`config.mk`:
```
export PLATFORM = sky130hd
export DESIGN_NAME = closest_pair_distance
export DESIGN_NICKNAME = d
export VERILOG_FILES = /design/src/rtl/core/cpd_pkg.sv /design/src/rtl/core/closest_pair_distance.sv /design/src/rtl/core/cpd_dist_unit.sv /design/src/rtl/core/cpd_sqrt_unit.sv
export SDC_FILE = /design/constraint.sdc
export NUM_CORES = 2
export LEC_CHECK = 0
export BUFFER_PORTS_ARGS = -buffer_cell sky130_fd_sc_hd__buf_4
export CORE_UTILIZATION = 45
export DETAILED_ROUTE_END_ITERATION = 12
export PLACE_DENSITY_LB_ADDON = 0.3
export REMOVE_ABC_BUFFERS = 1
export SLEW_MARGIN = 10
export SYNTH_ARGS = -nofsm -noshare
export SYNTH_HDL_FRONTEND = slang
export SYNTH_SLANG_ARGS = --single-unit
```
`constraint.sdc`:
```
create_clock -name clk -period 7.8 [get_ports clk]
set_input_delay 0.78 -clock clk [delete_from_list [all_inputs] [get_ports clk]]
set_output_delay 0.78 -clock clk [all_outputs]
set_load 0.02 [all_outputs]
```
`src/rtl/core/cpd_pkg.sv`:
```
// package for the closest pair distance block
// holds sizes, types, the sequencer states and the coordinate conversion
// no dependencies
package cpd_pkg;

  localparam int MAX_POINTS = 64;
  localparam int COORD_BITS = 16;

  localparam int IN_W      = 16;
  localparam int SQ_W      = 33;
  localparam int DIST_W    = 25;
  localparam int FRAC_BITS = 8;

  localparam int IDX_W  = (MAX_POINTS > 1) ? $clog2(MAX_POINTS) : 1;
  localparam int CNT_W  = $clog2(MAX_POINTS + 1);
  localparam int DIFF_W = COORD_BITS;
  localparam int SUM_W  = 2 * COORD_BITS + 1;
  localparam int BEST_W = (SUM_W > 34) ? SUM_W : 34;

  localparam int RAD_RAW = BEST_W + 2 * FRAC_BITS;
  localparam int RAD_W   = (RAD_RAW > 64) ? 64 : RAD_RAW + (RAD_RAW % 2);
  localparam int ROOT_W  = RAD_W / 2;
  localparam int STEP_W  = $clog2(ROOT_W + 1);

  localparam logic [BEST_W-1:0] BEST_NONE    = BEST_W'((64'd1 << 34) - 64'd1);
  localparam logic [SQ_W-1:0]   SQ_NONE      = '1;
  localparam logic [DIST_W-1:0] NO_PAIR_DIST = DIST_W'(64'd9999 << FRAC_BITS);

  typedef logic signed [COORD_BITS-1:0] coord_t;

  typedef enum logic [2:0] {
    ST_IDLE,
    ST_SCAN,
    ST_DRAIN,
    ST_ROOT,
    ST_OUT
  } state_t;

  // low COORD_BITS of the field, sign taken from bit COORD_BITS-1
  function automatic coord_t to_coord(input logic [IN_W-1:0] v);
    logic [IN_W+COORD_BITS-1:0] wide;
    wide = {{COORD_BITS{1'b0}}, v};
    return coord_t'(wide[COORD_BITS-1:0]);
  endfunction

endpackage

```
`src/rtl/core/closest_pair_distance.sv`:
```
// closest pair of points: top level with sequencer, point store and result register
// depends on cpd_pkg, cpd_dist_unit, cpd_sqrt_unit
//
// usage:
//   input channel (in_valid / in_stall) takes one point per item, last_point marks
//   the end of a set. output channel (out_valid / out_stall) gives one item per set:
//   smallest squared distance, its square root with 8 fraction bits, and no_pair
//   when the set held fewer than two points (distance then reads 9999).
// timing:
//   a point arriving with n points stored holds in_stall until it has been compared:
//   the stored points are read one per cycle from the point memory and fed through
//   the single squared-distance unit (three stages after the registered read).
//   up to 64 points per set are stored and compared.
//   the last point of a set adds the square root, one root bit per cycle (25 bits),
//   then a done step and the result load; a set of one point adds only the result load.
//   points beyond 64 in a set are ignored apart from their end mark.
// reset: synchronous, clears the point count, best distance and output valid.
// stall: the result register holds while out_stall is high; the next set may be
//   taken meanwhile and waits in the final step until the register frees up.
module closest_pair_distance (
  input  logic                        clk,
  input  logic                        rst,
  input  logic                        in_valid,
  output logic                        in_stall,
  input  logic signed [15:0]          x_coord,
  input  logic signed [15:0]          y_coord,
  input  logic                        last_point,
  output logic                        out_valid,
  input  logic                        out_stall,
  output logic [cpd_pkg::SQ_W-1:0]    min_dist_squared,
  output logic [cpd_pkg::DIST_W-1:0]  min_distance,
  output logic                        no_pair
);
  import cpd_pkg::*;

  state_t state, state_next;

  logic [2*COORD_BITS-1:0] pt_mem [MAX_POINTS];

  logic [CNT_W-1:0]  count;
  logic [CNT_W-1:0]  scan_n;
  logic [IDX_W-1:0]  idx;
  logic [BEST_W-1:0] best;
  coord_t            cur_x, cur_y, rd_x, rd_y;
  logic              last_flag;
  logic              rd_vld;

  logic              accept, has_room, rd_en, sq_start, load_out;
  logic              d_valid, dist_busy, sq_done;
  logic [SUM_W-1:0]  d2;
  logic [BEST_W-1:0] d2_ext;
  logic [ROOT_W-1:0] root;

  assign in_stall = (state != ST_IDLE);
  assign accept   = in_valid && !in_stall;
  assign has_room = count < CNT_W'(MAX_POINTS);
  assign d2_ext   = BEST_W'(d2);

  always_ff @(posedge clk) begin
    if (rst) begin
      state <= ST_IDLE;
    end else begin
      state <= state_next;
    end
  end

  always_comb begin
    state_next = state;
    rd_en      = 1'b0;
    sq_start   = 1'b0;
    load_out   = 1'b0;
    unique case (state)
      ST_IDLE: begin
        if (accept) begin
          if (has_room && count != '0) begin
            state_next = ST_SCAN;
          end else begin
            state_next = ST_DRAIN;
          end
        end
      end
      ST_SCAN: begin
        rd_en = 1'b1;
        if (CNT_W'(idx) == scan_n - CNT_W'(1)) begin
          state_next = ST_DRAIN;
        end
      end
      ST_DRAIN: begin
        if (!rd_vld && !dist_busy) begin
          if (!last_flag) begin
            state_next = ST_IDLE;
          end else if (count < CNT_W'(2)) begin
            state_next = ST_OUT;
          end else begin
            sq_start   = 1'b1;
            state_next = ST_ROOT;
          end
        end
      end
      ST_ROOT: begin
        if (sq_done) begin
          state_next = ST_OUT;
        end
      end
      ST_OUT: begin
        if (!out_valid || !out_stall) begin
          load_out   = 1'b1;
          state_next = ST_IDLE;
        end
      end
      default: state_next = ST_IDLE;
    endcase
  end

  // point store
  always_ff @(posedge clk) begin
    if (accept && has_room) begin
      pt_mem[count[IDX_W-1:0]] <= {to_coord(x_coord), to_coord(y_coord)};
    end
    if (rd_en) begin
      {rd_x, rd_y} <= pt_mem[idx];
    end
  end

  always_ff @(posedge clk) begin
    if (rst) begin
      count  <= '0;
      best   <= BEST_NONE;
      rd_vld <= 1'b0;
    end else begin
      rd_vld <= rd_en;
      if (load_out) begin
        count <= '0;
        best  <= BEST_NONE;
      end else begin
        if (accept && has_room) begin
          count <= count + CNT_W'(1);
        end
        if (d_valid && d2_ext < best) begin
          best <= d2_ext;
        end
      end
    end
  end

  always_ff @(posedge clk) begin
    if (accept) begin
      cur_x     <= to_coord(x_coord);
      cur_y     <= to_coord(y_coord);
      last_flag <= last_point;
      scan_n    <= count;
      idx       <= '0;
    end else if (rd_en) begin
      idx <= idx + IDX_W'(1);
    end
  end

  cpd_dist_unit u_dist (
    .clk      (clk),
    .rst      (rst),
    .in_valid (rd_vld),
    .ax       (cur_x),
    .ay       (cur_y),
    .bx       (rd_x),
    .by       (rd_y),
    .d_valid  (d_valid),
    .d2       (d2),
    .busy     (dist_busy)
  );

  cpd_sqrt_unit u_sqrt (
    .clk      (clk),
    .rst      (rst),
    .start    (sq_start),
    .radicand (RAD_W'({best, {(2 * FRAC_BITS){1'b0}}})),
    .done     (sq_done),
    .root     (root)
  );

  // result register
  always_ff @(posedge clk) begin
    if (rst) begin
      out_valid <= 1'b0;
    end else if (load_out) begin
      out_valid <= 1'b1;
    end else if (!out_stall) begin
      out_valid <= 1'b0;
    end
  end

  always_ff @(posedge clk) begin
    if (load_out) begin
      if (count < CNT_W'(2)) begin
        min_dist_squared <= SQ_NONE;
        min_distance     <= NO_PAIR_DIST;
        no_pair          <= 1'b1;
      end else begin
        min_dist_squared <= SQ_W'(best);
        min_distance     <= DIST_W'(root);
        no_pair          <= 1'b0;
      end
    end
  end

endmodule

```
`src/rtl/core/cpd_dist_unit.sv`:
```
// squared distance unit: abs difference, squares, sum in three stages
// one point pair enters per cycle
// depends on cpd_pkg
module cpd_dist_unit (
  input  logic                      clk,
  input  logic                      rst,
  input  logic                      in_valid,
  input  cpd_pkg::coord_t           ax,
  input  cpd_pkg::coord_t           ay,
  input  cpd_pkg::coord_t           bx,
  input  cpd_pkg::coord_t           by,
  output logic                      d_valid,
  output logic [cpd_pkg::SUM_W-1:0] d2,
  output logic                      busy
);
  import cpd_pkg::*;

  logic                       v1, v2;
  logic [DIFF_W-1:0]          dx, dy;
  logic [2*COORD_BITS-1:0]    sqx, sqy;
  logic signed [COORD_BITS:0] diff_x, diff_y;
  logic signed [COORD_BITS:0] abs_x, abs_y;

  always_comb begin
    diff_x = {ax[COORD_BITS-1], ax} - {bx[COORD_BITS-1], bx};
    diff_y = {ay[COORD_BITS-1], ay} - {by[COORD_BITS-1], by};
    abs_x  = diff_x[COORD_BITS] ? -diff_x : diff_x;
    abs_y  = diff_y[COORD_BITS] ? -diff_y : diff_y;
  end

  always_ff @(posedge clk) begin
    if (rst) begin
      v1      <= 1'b0;
      v2      <= 1'b0;
      d_valid <= 1'b0;
    end else begin
      v1      <= in_valid;
      v2      <= v1;
      d_valid <= v2;
    end
  end

  always_ff @(posedge clk) begin
    dx  <= abs_x[DIFF_W-1:0];
    dy  <= abs_y[DIFF_W-1:0];
    sqx <= dx * dx;
    sqy <= dy * dy;
    d2  <= SUM_W'(sqx) + SUM_W'(sqy);
  end

  assign busy = v1 | v2 | d_valid;

endmodule

```
`src/rtl/core/cpd_sqrt_unit.sv`:
```
// iterative integer square root, one result bit per cycle
// restoring method on a shifted radicand
// depends on cpd_pkg
module cpd_sqrt_unit (
  input  logic                       clk,
  input  logic                       rst,
  input  logic                       start,
  input  logic [cpd_pkg::RAD_W-1:0]  radicand,
  output logic                       done,
  output logic [cpd_pkg::ROOT_W-1:0] root
);
  import cpd_pkg::*;

  logic [RAD_W-1:0]  rad;
  logic [ROOT_W:0]   rem;
  logic [STEP_W-1:0] steps;
  logic              busy;
  logic [ROOT_W+2:0] rem_sh, trial, rem_sub;
  logic              fits;

  always_comb begin
    rem_sh  = {rem, rad[RAD_W-1 -: 2]};
    trial   = {1'b0, root, 2'b01};
    rem_sub = rem_sh - trial;
    fits    = rem_sh >= trial;
  end

  always_ff @(posedge clk) begin
    if (rst) begin
      busy <= 1'b0;
      done <= 1'b0;
    end else begin
      done <= 1'b0;
      if (start) begin
        busy <= 1'b1;
      end else if (busy && steps == STEP_W'(1)) begin
        busy <= 1'b0;
        done <= 1'b1;
      end
    end
  end

  always_ff @(posedge clk) begin
    if (start) begin
      rad   <= radicand;
      rem   <= '0;
      root  <= '0;
      steps <= STEP_W'(ROOT_W);
    end else if (busy) begin
      rad   <= rad << 2;
      steps <= steps - STEP_W'(1);
      if (fits) begin
        rem  <= rem_sub[ROOT_W:0];
        root <= {root[ROOT_W-2:0], 1'b1};
      end else begin
        rem  <= rem_sh[ROOT_W:0];
        root <= {root[ROOT_W-2:0], 1'b0};
      end
    end
  end

endmodule
```
Word-level counts from Yosys, hierarchy flattened
Memories as Yosys holds them, arrays and structs flattened. A register that Yosys moved wholly into a read port is not among the register bits.
Cells that the tools add are included.
{ "totals": {"register_bits": 375, "mem_bits_rw": 2048, "out_inout_bits": 61, "elab_cells": 108, "memories": 1} }
{ "mem_list": {"columns": ["memory", "depth", "word_bits", "read_ports", "rd_clocked_by_memory_dff", "wr", "line_no", "text"], "rows": [
  ["pt_mem", 64, 32, 1, 1, 1, "closest_pair_distance.sv:38", "logic [2*COORD_BITS-1:0] pt_mem [MAX_POINTS];"]
]} }
{ "classes": {"add_sub_neg": 10, "mul": 2, "order_cmp": 4, "n_eq_ne": 12, "n_mux": 30, "n_bitwise": 2, "reduce_logical": 20} }
{ "op_table": {"columns": ["op", "n"], "rows": [
  ["two-way mux 50 bit", 2],
  ["multiplier 16 x 16 -> 32 bit", 2],
  ["< comparator 33 x 34 -> 1 bit", 1],
  ["subtractor 16 x 16 -> 17 bit", 2],
  ["adder 32 x 32 -> 33 bit", 1],
  ["two-way mux 16 bit", 2],
  ["negation 16 bit", 2],
  ["greater-or-equal comparator 28 x 27 -> 1 bit", 1],
  ["two-way mux 26 bit", 1],
  ["subtractor 26 bit", 1],
  ["two-way mux 3 bit", 7],
  ["two-way mux 1 bit", 16],
  ["case mux 3 bit (5 select lines)", 1],
  ["!= test 2 bit (second input constant)", 4],
  ["adder 7 x 1 -> 7 bit (second input constant)", 1],
  ["equality test 6 x 7 -> 1 bit", 1],
  ["< comparator 7 x 2 -> 1 bit (second input constant)", 1],
  ["< comparator 7 bit (second input constant)", 1],
  ["nonzero test 7 bit", 1],
  ["subtractor 7 x 1 -> 7 bit (second input constant)", 1],
  ["adder 6 x 1 -> 6 bit (second input constant)", 1],
  ["equality test 3 x 2 -> 1 bit (second input constant)", 2],
  ["logical AND 1 bit", 6],
  ["equality test 5 x 1 -> 1 bit (second input constant)", 1],
  ["other kinds (13)", 21]
]} }

Longest topological paths before layout
{ "depth": {"depth_word": 7, "depth_mapped": 25} }

By module
A second synthesis with hierarchy kept.
{ "hier_totals": {"cells_unflattened": 6612, "area_unflattened_um2": 111809.7} }
{ "by_module_without_submodules": {"columns": ["module", "instances", "cells_per_inst", "area_each_um2", "seq_area_each_um2"], "rows": [
  ["closest_pair_distance", 1, 3759, 85609.6, 66473.8],
  ["cpd_dist_unit", 1, 2312, 20520.9, 2602.5],
  ["cpd_sqrt_unit", 1, 541, 5679.2, 2662.6]
]} }

Worst setup path after synthesis
No wires, ideal clock.
{ "synth_timing": {"path_type": "register to register", "startpoint": "register u_dist.dx[1]", "endpoint": "register u_dist.sqx[24]", "setup_ns": 0.065, "arrival_ns": 6.091, "slack_ns": 1.644, "stages_incl_launch_ff": 24, "path_buffers": 2, "path_cell_list": "dfxtp_1 > clkbuf_1 > clkbuf_1 > and2_1 > fa_1 > inv_1 > fa_1 > inv_1 > fa_1 > inv_1 > fa_1 > inv_1 > fa_1 > inv_1 > fa_1 > inv_1 > ha_1 > and3_1 > a2111oi_2 > o31ai_1 > a211o_1 > a21o_1 > or4b_1 > nand4b_1"} }
{ "synth_between": {"elab_chain_len": 1} }
{ "synth_lines": {"columns": ["element", "line_no", "text"], "rows": [
  ["start: declaration", "cpd_dist_unit.sv:19", "logic [DIFF_W-1:0] dx, dy;"],
  ["start signal: assignment", "cpd_dist_unit.sv:44", "dx <= abs_x[DIFF_W-1:0];"],
  ["multiplier 16 x 16 -> 32 bit", "cpd_dist_unit.sv:46", "sqx <= dx * dx;"],
  ["end signal: assignment", "cpd_dist_unit.sv:46", null],
  ["end: declaration", "cpd_dist_unit.sv:20", "logic [2*COORD_BITS-1:0] sqx, sqy;"]
]} }
No other way between the ends.
A chain may end at the register's enable or synchronous reset.

Worst setup path after layout
{ "layout_timing": {"startpoint": "register u_dist.dx[9]", "endpoint": "register u_dist.sqx[30]"} }
The elaborated chain is that of the path after synthesis.

==> impl_metrics.json <==
{
  "outcome": "completed",
  "max_freq_ghz": 0.149,
  "critical-path-top-delay-family": "adder cells",
  "crit_type": "flop to flop",
  "synthDistinctLibCells": 76,
  "tightest_slew_ns": 1.18,
  "cpPeakStageDelay_ns": 0.56,
  "route.vias.total": 57009,
  "start_util": 0.453,
  "synth_common_cells": "edfxtp_1 (2213), mux4_2 (672), inv_1 (636), ha_1 (330), fa_1 (326)",
  "cts_tree": "yes",
  "clkTransAtPathRegs_ns": 0.06,
  "drtIter0Drc": 5325,
  "drv_cap": 0,
  "firstDrtPassIters": 5,
  "route.detailed.drc": 0,
  "setup_viol": 0,
  "wl_per_cell_um": 24.9,
  "crit_chain": "and2_1, fa_1, inv_1, fa_1, inv_1, fa_1, inv_1, fa_1, inv_1, fa_1, inv_1, fa_1, inv_1, ha_1, and3_1, a2111oi_2, o31ai_1, a211o_1, a31o_2, mux2i_1, a2111oi_0",
  "worstPathRequired_ns": 8.51,
  "yosysWarnings": 0,
  "synthCells": 6411,
  "antenna_found_initial": 9,
  "slew_headroom": 0.216,
  "finalCritPeriodShare": 0.861,
  "place.detailed.hpwl_um": 148000,
  "synthTopCellsByArea": "edfxtp_1 (60%), mux4_2 (14%), fa_1 (5.9%), dfxtp_1 (4.3%), ha_1 (3.7%)",
  "htreeDepth": 4,
  "vias_per_cell": 5.70,
  "clockRootBuffer": "clkbuf_16",
  "fin_crit_ns": 6.71,
  "yosysMostFrequentCell": "edfxtp_1",
  "synth_area_um2": 110000,
  "cts_made_buffers": 241,
  "ant_nets": 0,
  "fin_nets": 7274,
  "critPathMaxFanout": 18,
  "synth-seq-cells": 2453,
  "first_global_vias": 59083,
  "whs_ns": 0.147,
  "rsz0062_at_grt": "no",
  "layout_setup_ws_ns": 1.09,
  "finalHoldViolCount": 0,
  "synth_top_area_cell": "edfxtp_1",
  "clock_skew_ns": 0.114,
  "path_buf_inv": 6,
  "core_um2": 244000,
  "post-synth-top-area-fraction": 0.602,
  "postCtsHoldBufs": 0,
  "die_h_um": 497,
  "hp-class": "primary input to flop",
  "dieWidth_um": 497,
  "cts_sinks": 2453,
  "ctsResizeCount": 0,
  "clk-insertion-delay-late_ns": 0.93,
  "gp_congestion": 0.851,
  "cp_slowest_cell": "dfxtp_1",
  "wl_um": 249000,
  "rows": 181,
  "yosys_most_used_dff": "edfxtp_1",
  "area_growth_pct": 12.3,
  "arrival_ns": 7.43,
  "dieArea_um2": 247000,
  "pin_count": 98,
  "synth-edff-count": 2213,
  "grt_pass1_wl_um": 375000,
  "grt_overflow": 0,
  "seq_area_frac_synth": 0.645,
  "async_reset_ff_frac": 0,
  "track_usage": 0.202,
  "drv_slew": 0,
  "crit_path_end_kind": "flop",
  "syn_avg_cell_area_um2": 17.2,
  "placement.io_buffers": 97,
  "worst_setup_path_start_kind": "flop",
  "tns_ns": 0,
  "drive_gt1_frac": 0.200,
  "place_ws_ns": 1.15,
  "cts_buffer_depth": 3,
  "grt_max_degree": 126,
  "cts_setup_buffers": 0
}
[through the flow]
stage	utilization	instances	cell area, um^2
after global placement	0.474	9540	116000
after CTS	0.509	9999	124000
final	0.509	10002	124000
after detailed placement	0.474	9540	116000
after global routing	0.509	9999	124000
after floorplan	-	6144	109000
[per-layer routing]
layer | wire length, um | GRT usage
met1 | 104000 | 0.279
met2 | 123000 | 0.338
met4 | 4590 | 0.0430
met5 | 0 | 0
met3 | 17400 | 0.0333
[layout make-up]
type / instances / area [um^2]
diodes: 3 / 7.51
clock buffers: 297 / 6340
clock inverters: 162 / 2130
fillers: 19572 / 120000
inverters: 637 / 2390
multi-input cells: 3054 / 36300
flip-flops and latches: 2453 / 71300
well taps: 3202 / 4010
repair buffers: 194 / 1590
[sequential cells by signal, summed over array words and instances, names as in the netlist, 25 cells and up]
signal / cells
u_dist.sqy: 31
min_dist_squared: 33
u_sqrt.rad: 34
min_distance: 25
u_dist.sqx: 31
u_sqrt.rem: 26
u_sqrt.root: 25
best: 34
pt_mem: 2048
u_dist.d2: 33
[cell usage in the layout (no fill, tap or decap), types with 56 or more instances in the layout]
cell type / count
ha_1: 330
xor2_1: 60
clkbuf_16: 243
clkinv_2: 56
o21ai_0: 163
a21o_1: 88
fa_1: 326
xnor2_1: 116
edfxtp_1: 2213
inv_1: 636
dfxtp_1: 233
nand3_1: 97
nand2_1: 301
and2_1: 88
nor2_4: 64
buf_4: 183
mux4_2: 672
a21oi_1: 137
nor2_1: 191
[worst register-to-register path, stage by stage, from the launching register on]
cell	delay (ns)
dfxtp_1	0.56
and2_1	0.30
fa_1	0.50
inv_1	0.05
fa_1	0.53
inv_1	0.06
fa_1	0.52
inv_1	0.06
fa_1	0.53
inv_1	0.05
fa_1	0.47
inv_1	0.05
fa_1	0.47
inv_1	0.04
ha_1	0.32
and3_1	0.21
a2111oi_2	0.52
o31ai_1	0.21
a211o_1	0.36
a31o_2	0.26
mux2i_1	0.11
a2111oi_0	0.41
[path summary, 6_finish.rpt]
kind | startpoint | end | slack, ns | cells past startpoint
hold / removal | last_point | last_flag$_DFFE_PP_ | 0.15 | 1
setup reg to reg | u_dist.dx[9]$_DFF_P_ | u_dist.sqx[30]$_DFF_P_ | 1.09 | 21
hold reg to reg | u_dist.sqx[2]$_DFF_P_ | u_dist.d2[2]$_DFF_P_ | 0.45 | 1
setup / recovery | u_dist.dx[9]$_DFF_P_ | u_dist.sqx[30]$_DFF_P_ | 1.09 | 21
[kinds of logic (layout without fill, tap and decap cells)]
logic type      count (synthesis)  after routing  synth area share
compound gates                562            562            0.0321
xor+xnor                      176            176            0.0140
fa+ha+maj                     656            656            0.0964
buf+inv                       904           1290            0.0310
flops                        2453           2453             0.645
mux                           724            724             0.142
other cells                     0              3                 0
simple gates                  936            936            0.0398
Power is left out: the tool's default activity adds up to more than one toggle a clock period on the data nets, which glitch-free logic cannot reach.
